File: src/rtl/core/mdrf_pkg.sv
// ----------------------------------------------------------------------------
// mdrf_pkg
// Shared types and constants for the nine-bit multidrop receive framer.
// ----------------------------------------------------------------------------
`default_nettype none

package mdrf_pkg;

	typedef enum logic [1:0] {
		OP_RX_BYTE  = 2'd0,
		OP_TX_DONE  = 2'd1,
		OP_HOST_TX  = 2'd2,
		OP_NOP      = 2'd3
	} op_t;

	typedef enum logic [1:0] {
		FS_IDLE   = 2'd0,
		FS_DATA   = 2'd1,
		FS_QUOTED = 2'd2,
		FS_DELIM  = 2'd3
	} frame_state_t;

	localparam logic [7:0] BCAST_ADDR     = 8'h90;
	localparam logic [7:0] SUM_MASK       = 8'h7F;
	localparam logic [7:0] ACK_GOOD       = 8'h80;
	localparam logic [7:0] ACK_BAD        = 8'h81;
	localparam logic [7:0] QUOTE_CH       = 8'h22;
	localparam logic [1:0] TOGGLE_Q       = 2'h3;
	localparam logic [7:0] OWN_ADDR_RESET = 8'hF5;

	localparam logic [7:0] CH_LF    = 8'h0A;
	localparam logic [7:0] CH_CR    = 8'h0D;
	localparam logic [7:0] CH_BANG  = 8'h21;
	localparam logic [7:0] CH_DOLL  = 8'h24;
	localparam logic [7:0] CH_SEMI  = 8'h3B;
	localparam logic [7:0] CH_QMARK = 8'h3F;

	typedef struct packed {
		op_t        operation;
		logic [7:0] rx_byte;
		logic       ninth_bit;
		logic       tx_busy;
	} item_t;

	typedef struct packed {
		logic       store_valid;
		logic [7:0] store_byte;
		logic       send_valid;
		logic [7:0] send_byte;
		logic       listening;
		logic       tx_empty;
	} result_t;

	function automatic logic is_delimiter(input logic [7:0] c);
		logic d;
		case (c) inside
			CH_LF, CH_CR, CH_BANG, CH_DOLL, CH_SEMI, CH_QMARK: d = 1'b1;
			default: d = 1'b0;
		endcase
		return d;
	endfunction

endpackage

`default_nettype wire

File: src/rtl/core/mdrf_if.sv
// ----------------------------------------------------------------------------
// mdrf_if
// Valid/ready channels for input words and result words of the framer.
// ----------------------------------------------------------------------------
`default_nettype none

interface mdrf_item_if;
	logic       valid;
	logic       ready;
	logic [1:0] operation;
	logic [7:0] rx_byte;
	logic       ninth_bit;
	logic       tx_busy;

	modport source (output valid, output operation, output rx_byte, output ninth_bit,
		output tx_busy, input ready);
	modport sink (input valid, input operation, input rx_byte, input ninth_bit,
		input tx_busy, output ready);
endinterface

interface mdrf_result_if;
	logic       valid;
	logic       ready;
	logic       store_valid;
	logic [7:0] store_byte;
	logic       send_valid;
	logic [7:0] send_byte;
	logic       listening;
	logic       tx_empty;

	modport source (output valid, output store_valid, output store_byte,
		output send_valid, output send_byte, output listening, output tx_empty,
		input ready);
	modport sink (input valid, input store_valid, input store_byte,
		input send_valid, input send_byte, input listening, input tx_empty,
		output ready);
endinterface

`default_nettype wire

File: src/rtl/core/multidrop_receive_framer.sv
// ----------------------------------------------------------------------------
// multidrop_receive_framer
// Receive framer of a nine-bit multidrop UART slave: address filtering,
// quote and delimiter tracking, checksum check and ack generation.
// ----------------------------------------------------------------------------
//  channel   dir  handshake     payload
//  item      in   valid/ready   operation, rx_byte, ninth_bit, tx_busy
//  result    out  valid/ready   store/send valid and byte, listening, tx_empty
//  cfg       in   cfg_we        cfg_wdata = own_address
//
//  one word per cycle while the result is not stalled; a taken word passes
//  the input register, then the result register behind the step logic
//  a stalled result holds; one more word waits in the input register
//  arst_n clears state: listening, idle frame, own address 0xF5
// ----------------------------------------------------------------------------
`default_nettype none

module multidrop_receive_framer (
	input  wire logic    clk,
	input  wire logic    arst_n,
	mdrf_item_if.sink    item,
	mdrf_result_if.source result,
	input  wire logic    cfg_we,
	input  wire logic [7:0] cfg_wdata
);

	mdrf_pkg::item_t   in_word;
	mdrf_pkg::item_t   word_s1;
	mdrf_pkg::result_t res_q;
	logic              valid_s1;
	logic              advance;
	logic              res_valid_q;

	assign in_word.operation = mdrf_pkg::op_t'(item.operation);
	assign in_word.rx_byte   = item.rx_byte;
	assign in_word.ninth_bit = item.ninth_bit;
	assign in_word.tx_busy   = item.tx_busy;

	mdrf_in_stage u_in (
		.clk      (clk),
		.arst_n   (arst_n),
		.in_valid (item.valid),
		.in_ready (item.ready),
		.in_word  (in_word),
		.advance  (advance),
		.valid_s1 (valid_s1),
		.word_s1  (word_s1)
	);

	mdrf_core u_core (
		.clk         (clk),
		.arst_n      (arst_n),
		.cfg_we      (cfg_we),
		.cfg_wdata   (cfg_wdata),
		.valid_s1    (valid_s1),
		.word_s1     (word_s1),
		.advance     (advance),
		.res_valid_q (res_valid_q),
		.res_ready   (result.ready),
		.res_q       (res_q)
	);

	assign result.valid       = res_valid_q;
	assign result.store_valid = res_q.store_valid;
	assign result.store_byte  = res_q.store_byte;
	assign result.send_valid  = res_q.send_valid;
	assign result.send_byte   = res_q.send_byte;
	assign result.listening   = res_q.listening;
	assign result.tx_empty    = res_q.tx_empty;

endmodule

`default_nettype wire

File: src/rtl/core/mdrf_in_stage.sv
// ----------------------------------------------------------------------------
// mdrf_in_stage
// Input register: captures one word per cycle while it is empty or the next stage advances.
// ----------------------------------------------------------------------------
`default_nettype none

module mdrf_in_stage (
	input  wire logic           clk,
	input  wire logic           arst_n,
	input  wire logic           in_valid,
	output logic                in_ready,
	input  wire mdrf_pkg::item_t in_word,
	input  wire logic           advance,
	output logic                valid_s1,
	output mdrf_pkg::item_t     word_s1
);

	assign in_ready = !valid_s1 || advance;

	always_ff @(posedge clk or negedge arst_n) begin
		if (!arst_n) begin
			valid_s1 <= 1'b0;
		end else if (in_ready) begin
			valid_s1 <= in_valid;
		end
	end

	always_ff @(posedge clk) begin
		if (in_ready && in_valid) begin
			word_s1 <= in_word;
		end
	end

endmodule

`default_nettype wire

File: src/rtl/core/mdrf_core.sv
// ----------------------------------------------------------------------------
// mdrf_core
// Framer state, per-word step logic and the result register.
// ----------------------------------------------------------------------------
`default_nettype none

module mdrf_core (
	input  wire logic            clk,
	input  wire logic            arst_n,
	input  wire logic            cfg_we,
	input  wire logic [7:0]      cfg_wdata,
	input  wire logic            valid_s1,
	input  wire mdrf_pkg::item_t word_s1,
	output logic                 advance,
	output logic                 res_valid_q,
	input  wire logic            res_ready,
	output mdrf_pkg::result_t    res_q
);

	logic [7:0]             own_address_q;
	logic                   listening_q, listening_d;
	mdrf_pkg::frame_state_t fs_q, fs_d;
	logic [7:0]             sum_q, sum_d;
	logic                   bcast_q, bcast_d;
	logic                   pending_q, pending_d;
	logic [7:0]             ack_q, ack_d;
	logic                   tx_free_q, tx_free_d;

	logic                   in_frame_rx;
	logic                   at_check;
	logic [7:0]             ack_new;
	logic [7:0]             data_c;
	mdrf_pkg::result_t      res_d;

	assign advance    = valid_s1 && (!res_valid_q || res_ready);

	assign in_frame_rx = (word_s1.operation == mdrf_pkg::OP_RX_BYTE) && !listening_q;
	assign at_check    = (fs_q == mdrf_pkg::FS_DELIM);
	assign ack_new     = ((sum_q & mdrf_pkg::SUM_MASK) == word_s1.rx_byte) ?
		mdrf_pkg::ACK_GOOD : mdrf_pkg::ACK_BAD;
	assign data_c      = at_check ? ack_new : word_s1.rx_byte;

	// next state
	always_comb begin
		listening_d = listening_q;
		fs_d        = fs_q;
		sum_d       = sum_q;
		bcast_d     = bcast_q;
		pending_d   = pending_q;
		ack_d       = ack_q;
		tx_free_d   = tx_free_q;
		unique case (word_s1.operation)
			mdrf_pkg::OP_RX_BYTE: begin
				if (listening_q) begin
					if (word_s1.ninth_bit && (word_s1.rx_byte == mdrf_pkg::BCAST_ADDR ||
						word_s1.rx_byte == own_address_q)) begin
						if (word_s1.rx_byte == mdrf_pkg::BCAST_ADDR) begin
							bcast_d = 1'b1;
						end
						listening_d = 1'b0;
						fs_d        = mdrf_pkg::FS_DATA;
						sum_d       = 8'h00;
					end
				end else begin
					if (at_check) begin
						listening_d = 1'b1;
						ack_d       = ack_new;
						if (!bcast_q) begin
							if (word_s1.tx_busy) begin
								pending_d = 1'b1;
							end else begin
								tx_free_d = 1'b0;
							end
						end else begin
							bcast_d = 1'b0;
						end
					end else if (word_s1.rx_byte == mdrf_pkg::QUOTE_CH) begin
						fs_d = mdrf_pkg::frame_state_t'(fs_q ^ mdrf_pkg::TOGGLE_Q);
					end else if (fs_q != mdrf_pkg::FS_QUOTED &&
						mdrf_pkg::is_delimiter(word_s1.rx_byte)) begin
						fs_d = mdrf_pkg::FS_DELIM;
					end
					sum_d = sum_q + data_c;
				end
			end
			mdrf_pkg::OP_TX_DONE: begin
				if (pending_q) begin
					pending_d = 1'b0;
				end else begin
					tx_free_d = 1'b1;
				end
			end
			mdrf_pkg::OP_HOST_TX: begin
				tx_free_d = 1'b0;
			end
			mdrf_pkg::OP_NOP: begin
			end
			default: begin
			end
		endcase
	end

	// result word
	always_comb begin
		res_d             = '0;
		res_d.listening   = listening_d;
		res_d.tx_empty    = tx_free_d;
		res_d.store_valid = in_frame_rx;
		res_d.store_byte  = in_frame_rx ? data_c : 8'h00;
		if (in_frame_rx && at_check && !bcast_q && !word_s1.tx_busy) begin
			res_d.send_valid = 1'b1;
			res_d.send_byte  = ack_new;
		end else if (word_s1.operation == mdrf_pkg::OP_TX_DONE && pending_q) begin
			res_d.send_valid = 1'b1;
			res_d.send_byte  = ack_q;
		end
	end

	always_ff @(posedge clk or negedge arst_n) begin
		if (!arst_n) begin
			own_address_q <= mdrf_pkg::OWN_ADDR_RESET;
		end else if (cfg_we) begin
			own_address_q <= cfg_wdata;
		end
	end

	always_ff @(posedge clk or negedge arst_n) begin
		if (!arst_n) begin
			listening_q <= 1'b1;
			fs_q        <= mdrf_pkg::FS_IDLE;
			sum_q       <= 8'h00;
			bcast_q     <= 1'b0;
			pending_q   <= 1'b0;
			ack_q       <= 8'h00;
			tx_free_q   <= 1'b1;
		end else if (advance) begin
			listening_q <= listening_d;
			fs_q        <= fs_d;
			sum_q       <= sum_d;
			bcast_q     <= bcast_d;
			pending_q   <= pending_d;
			ack_q       <= ack_d;
			tx_free_q   <= tx_free_d;
		end
	end

	always_ff @(posedge clk or negedge arst_n) begin
		if (!arst_n) begin
			res_valid_q <= 1'b0;
		end else if (advance) begin
			res_valid_q <= 1'b1;
		end else if (res_ready) begin
			res_valid_q <= 1'b0;
		end
	end

	always_ff @(posedge clk) begin
		if (advance) begin
			res_q <= res_d;
		end
	end

endmodule

`default_nettype wire

File: src/flat_wrapper.sv
// flat-port wrapper written by rule: the top's interface ports become plain ports
module multidrop_receive_framer_flat 
  (clk, arst_n, cfg_we, cfg_wdata, item_valid, item_operation, item_rx_byte, item_ninth_bit, item_tx_busy, item_ready, result_valid, result_store_valid, result_store_byte, result_send_valid, result_send_byte, result_listening, result_tx_empty, result_ready);
  mdrf_item_if item_i ();
  mdrf_result_if result_i ();
  input  wire logic clk;
  input  wire logic arst_n;
  input  wire logic cfg_we;
  input  wire logic [7:0] cfg_wdata;
  input wire logic [$bits(item_i.valid)-1:0] item_valid;
  input wire logic [$bits(item_i.operation)-1:0] item_operation;
  input wire logic [$bits(item_i.rx_byte)-1:0] item_rx_byte;
  input wire logic [$bits(item_i.ninth_bit)-1:0] item_ninth_bit;
  input wire logic [$bits(item_i.tx_busy)-1:0] item_tx_busy;
  output wire logic [$bits(item_i.ready)-1:0] item_ready;
  output wire logic [$bits(result_i.valid)-1:0] result_valid;
  output wire logic [$bits(result_i.store_valid)-1:0] result_store_valid;
  output wire logic [$bits(result_i.store_byte)-1:0] result_store_byte;
  output wire logic [$bits(result_i.send_valid)-1:0] result_send_valid;
  output wire logic [$bits(result_i.send_byte)-1:0] result_send_byte;
  output wire logic [$bits(result_i.listening)-1:0] result_listening;
  output wire logic [$bits(result_i.tx_empty)-1:0] result_tx_empty;
  input wire logic [$bits(result_i.ready)-1:0] result_ready;
  assign item_i.valid = item_valid;
  assign item_i.operation = item_operation;
  assign item_i.rx_byte = item_rx_byte;
  assign item_i.ninth_bit = item_ninth_bit;
  assign item_i.tx_busy = item_tx_busy;
  assign item_ready = item_i.ready;
  assign result_valid = result_i.valid;
  assign result_store_valid = result_i.store_valid;
  assign result_store_byte = result_i.store_byte;
  assign result_send_valid = result_i.send_valid;
  assign result_send_byte = result_i.send_byte;
  assign result_listening = result_i.listening;
  assign result_tx_empty = result_i.tx_empty;
  assign result_i.ready = result_ready;
  multidrop_receive_framer u_core (.clk(clk), .arst_n(arst_n), .item(item_i), .result(result_i), .cfg_we(cfg_we), .cfg_wdata(cfg_wdata));
endmodule
File: config.mk
export PLATFORM = sky130hd
export DESIGN_NAME = multidrop_receive_framer_flat
export DESIGN_NICKNAME = d
export VERILOG_FILES = /design/src/rtl/core/mdrf_pkg.sv /design/src/rtl/core/mdrf_if.sv /design/src/rtl/core/multidrop_receive_framer.sv /design/src/rtl/core/mdrf_in_stage.sv /design/src/rtl/core/mdrf_core.sv /design/src/flat_wrapper.sv
export SDC_FILE = /design/constraint.sdc
export NUM_CORES = 1
export LEC_CHECK = 0
export BUFFER_PORTS_ARGS = -buffer_cell sky130_fd_sc_hd__buf_4
export CORE_MARGIN = 2
export CORE_UTILIZATION = 50
export CTS_BUF_LIST = sky130_fd_sc_hd__clkbuf_2
export DETAILED_ROUTE_END_ITERATION = 8
export GPL_TIMING_DRIVEN = 0
export HOLD_SLACK_MARGIN = 0.1
export PLACE_DENSITY = 0.75
export SETUP_SLACK_MARGIN = 0.4
export SLEW_MARGIN = 5
export SYNTH_ARGS = -nofsm -noshare
export SYNTH_HDL_FRONTEND = slang
export SYNTH_HIERARCHICAL = 1
export SYNTH_SLANG_ARGS = --single-unit
File: constraint.sdc
create_clock -name clk -period 3.3 [get_ports clk]
set_clock_uncertainty 0.05 [all_clocks]
set_input_delay 0.495 -clock clk [delete_from_list [all_inputs] [get_ports clk]]
set_output_delay 0.495 -clock clk [all_outputs]
set_load 0.02 [all_outputs]
==> flow_summary.yaml <==
grt:
  grt_pass1_vias: 1855
  busiest_layer: "met2"
  grt_use_total_pct: 19.27
  antenna_found_initial: 0
  grt_max_degree: 26
  met3_usage_pct: 3.882
  grt-ovfl-total: 0
  met1_usage_pct: 26.95
  use_met2_pct: 30.00
  grt_pass1_wl_um: 8928
placement:
  placed_area_um2: 3102
  place_hpwl_um: 3484
  port_buffers: 39
  dpl_worst_slack_ns: 0.09414
  gp_congestion: 0.8331
power_and_ir_drop:
  pwr-share-seq_pct: 46.3
  vdd_drop_max_uv: 263.6
  power_frac_clock_pct: 21.0
  p_int_uw: 1309
  p_sw_share_pct: 30.45
  power_density_nw_per_um2: 556.3
  p_leak_uw: 0.001438
  total_power_uw: 1882
  power_frac_comb_pct: 32.7
  power_switching_uw: 572.9
yosys:
  synth_top_family_by_area: "simple AND/OR/NAND/NOR gates"
  synthSimpleGateAreaFrac_pct: 16.24
  synth_fa_ha_area_share_pct: 3.546
  synth_xor_area_share_pct: 5.880
  ys_warn_count: 6
  syn-cell-area_um2: 2681
  synthCells: 229
  synth_area_per_cell_um2: 11.71
  ys_async_sr_fraction_pct: 49.02
  yosys_register_bits: 51
  synth_flop_cell: "edfxtp_1"
  yosysSeqAreaShare_pct: 52.82
  synth_edf_count: 26
  synth_cell_types: 55
  synth_mux_area_share_pct: 3.360
  synth_compound_area_share_pct: 13.35
critical_path:
  path_buf_inv: 1
  reg2reg_depth: 12
  cp-end-kind: "flop"
  worst_r2r_endpoint: "u_core/u_core/sum_q[6]$_DFFE_PN0P_"
  cp.arrival_ns: 3.32
  slowest_stage: "edfxtp_1"
  critPathMaxFanout: 10
  reg2reg_slack_ns: 0.28
  critical_path.top_delay_family: "compound AO/OA/AOI/OAI gates"
  critPathKind: "reg2reg"
  cp.required_ns: 3.60
  cp-start-kind: "flop"
  startpoint: "u_core/u_in/word_s1[6]$_DFFE_PP_"
  path_cells: "buf_4, xnor2_2, nand2_2, nor4_4, o21ai_2, ha_2, fa_2, a211oi_2, o21bai_1, a21o_1, a31o_2, a221o_1"
  timing.rr.start: "u_core/u_in/word_s1[6]$_DFFE_PP_"
  max_stage_delay_ns: 0.42
floorplan:
  rows: 26
  die_x_um: 77.23
  start_util_pct: 52.17
  core_um2: 5140
  dieArea_um2: 5964
  die_h_um: 77.23
  io_pins: 47
flow_run:
  drv_cap: 0
sta:
  setup_viol: 0
  maxSlewHeadroom_pct: 65.72
  max_freq_mhz: 331.3
  worst_slack_ns: 0.2813
  worst_slew_pin_slew_ns: 0.5095
  rsz0062_at_grt: "yes"
  final.period_utilization_pct: 91.48
  post-route-min-period_ns: 3.019
  setup_tns_ns: 0
  hold_viol: 0
  drv_slew: 0
clock_tree:
  numCtsBuffers: 5
  insertion_delay_ns: 0.42
  cts_buffer_depth: 2
  clkSinkCount: 51
  clock-root-buffer: "clkbuf_2"
  cts_tree: "built"
  htree_levels: 2
  clkTransAtPathRegs_ns: 0.24
finish:
  diodes: 0
  multi_input_area_um2: 1252
  register_area_um2: 1416
  drive_above_1_share_pct: 39.38
  fin_area_um2: 3382
  final_util_pct: 65.80
  nets: 323
  area_growth_pct: 26.13
  nFillCells: 430
outcome:
  status: "finished, final reports clean"
routing:
  vias_per_cell: 5.378
  drc_errors: 0
  num_vias: 1947
  drt_wl_total_um: 5294
  wl_per_cell_um: 14.62
  drt-pass1-iter-count: 4
  drt_iter0_markers: 179
  ant_nets: 0
worst_hold_path:
  worstHoldStart: "item_rx_byte[7]"
  hold_end: "u_core/u_in/word_s1[9]$_DFFE_PP_"
  hold_depth: 1
  hold_path_class: "in2reg"
cell usage after synthesis (2+ instances only):
| library cell | number | area [µm²] |
|---|---|---|
| a211oi_1 | 5 | 37.54 |
| a21o_1 | 4 | 30.03 |
| a21oi_1 | 10 | 50.05 |
| a221oi_1 | 2 | 17.52 |
| a22o_1 | 4 | 35.03 |
| and2_1 | 7 | 43.79 |
| and3_1 | 7 | 43.79 |
| buf_2 | 4 | 20.02 |
| buf_4 | 7 | 52.55 |
| clkbuf_1 | 7 | 26.28 |
| dfrtp_1 | 17 | 425.4 |
| dfstp_2 | 8 | 210.2 |
| edfxtp_1 | 26 | 780.8 |
| ha_1 | 6 | 75.07 |
| inv_1 | 4 | 15.01 |
| mux2_2 | 8 | 90.09 |
| nand2_1 | 11 | 41.29 |
| nand2b_1 | 6 | 37.54 |
| nand3_1 | 3 | 15.01 |
| nand3b_1 | 2 | 15.01 |
| nor2_1 | 10 | 37.54 |
| nor2b_1 | 2 | 12.51 |
| nor3_1 | 3 | 15.01 |
| nor4_1 | 5 | 31.28 |
| o21ai_0 | 12 | 60.06 |
| o21bai_1 | 2 | 15.01 |
| o2bb2ai_1 | 2 | 17.52 |
| or2_2 | 2 | 12.51 |
| xnor2_1 | 8 | 70.07 |
| xor2_1 | 10 | 87.58 |
how the worst max path moves through the flow:
| stage | endpoint | slack (ns) | cells past startpoint |
|---|---|---|---|
| final | u_core/u_core/sum_q[6]$_DFFE_PN0P_ | 0.28 | 12 |
| after global routing | u_core/u_core/sum_q[6]$_DFFE_PN0P_ | 0.12 | 12 |
| after CTS | u_core/u_core/sum_q[6]$_DFFE_PN0P_ | 0.25 | 12 |
| after detailed placement | u_core/u_core/sum_q[6]$_DFFE_PN0P_ | 0.09 | 12 |
| after global placement | u_core/u_core/sum_q[6]$_DFFE_PN0P_ | 0.08 | 12 |
| after floorplan | u_core/u_core/sum_q[6]$_DFFE_PN0P_ | 0.42 | 12 |
layout make-up:
cell class,count,share of cell area [%]
clock inverters,2,1.776
repair buffers,50,11.17
well taps,70,2.590
multi-input cells,160,37.03
flip-flops and latches,51,41.88
clock buffers,6,0.8879
inverters,4,0.4440
plain buffers,19,4.218
per-layer routing:
metal | part of all wire, % | vias up | routed length (µm)
met5 | 0 | - | 0
met4 | 1.3 | 0 | 69
met3 | 6.6 | 8 | 352
met2 | 48 | 73 | 2542
met1 | 44 | 912 | 2330
li1 | - | 954 | -
power groups by stage:
stage | clock network (µW) | registers (µW) | logic, µW
after floorplan | 0 | 871 | 387
after global placement | 0 | 865 | 512
after detailed placement | 0 | 866 | 522
after CTS | 406 | 863 | 582
after global routing | 428 | 883 | 684
final | 395 | 871 | 616
repair_timing:
item | in CTS | in global routing
hold endpoints to repair | 17 | 0
gates resized for setup | 12 | 12
hold buffers | 1 | 0
buffers inserted | 7 | 3
pin swaps | 13 | 8
endpoints found under the setup margin | 1 | 2
layout by cell type (no fill, tap or decap), types with 7 or more instances in the layout:
cell       n
buf_4     56
edfxtp_1  26
dfrtp_1   17
o21ai_0   11
nand2_1   10
nor2_1    10
xor2_1    10
a21oi_1   10
clkbuf_2   8
mux2_2     8
dfstp_2    8
and2_1     7
and3_1     7
flip-flops by register name, indices dropped and copies added, names as in the netlist:
name / flops
u_core/u_in/valid_s1: 1
u_core/u_core/ack_q: 2
u_core/u_core/own_address_q: 8
u_core/u_core/res_valid_q: 1
u_core/u_core/fs_q: 2
u_core/u_core/res_q: 14
u_core/u_core/bcast_q: 1
u_core/u_in/word_s1: 12
u_core/u_core/tx_free_q: 1
u_core/u_core/listening_q: 1
u_core/u_core/sum_q: 7
u_core/u_core/pending_q: 1
cells by family (layout without fill, tap and decap cells):
group / Yosys count / in the layout
XOR/XNOR: 18 / 18
other: 1 / 6
multiplexers: 8 / 8
AND/OR/NAND/NOR: 69 / 69
flip-flops: 51 / 51
AO/OA/AOI/OAI: 52 / 52
buffers and inverters: 23 / 81
adder cells (fa/ha/maj): 7 / 7
per-stage QoR:
| stage | std cells | hold slack [ns] |
|---|---|---|
| after global placement | 343 | 0.3794 |
| final | 362 | 0.1784 |
| after global routing | 362 | 0.1224 |
| after detailed placement | 343 | 0.3797 |
| after floorplan | 234 | 0.1494 |
| after CTS | 359 | 0.1578 |
No activity file was read; power rests on OpenSTA's default activity.
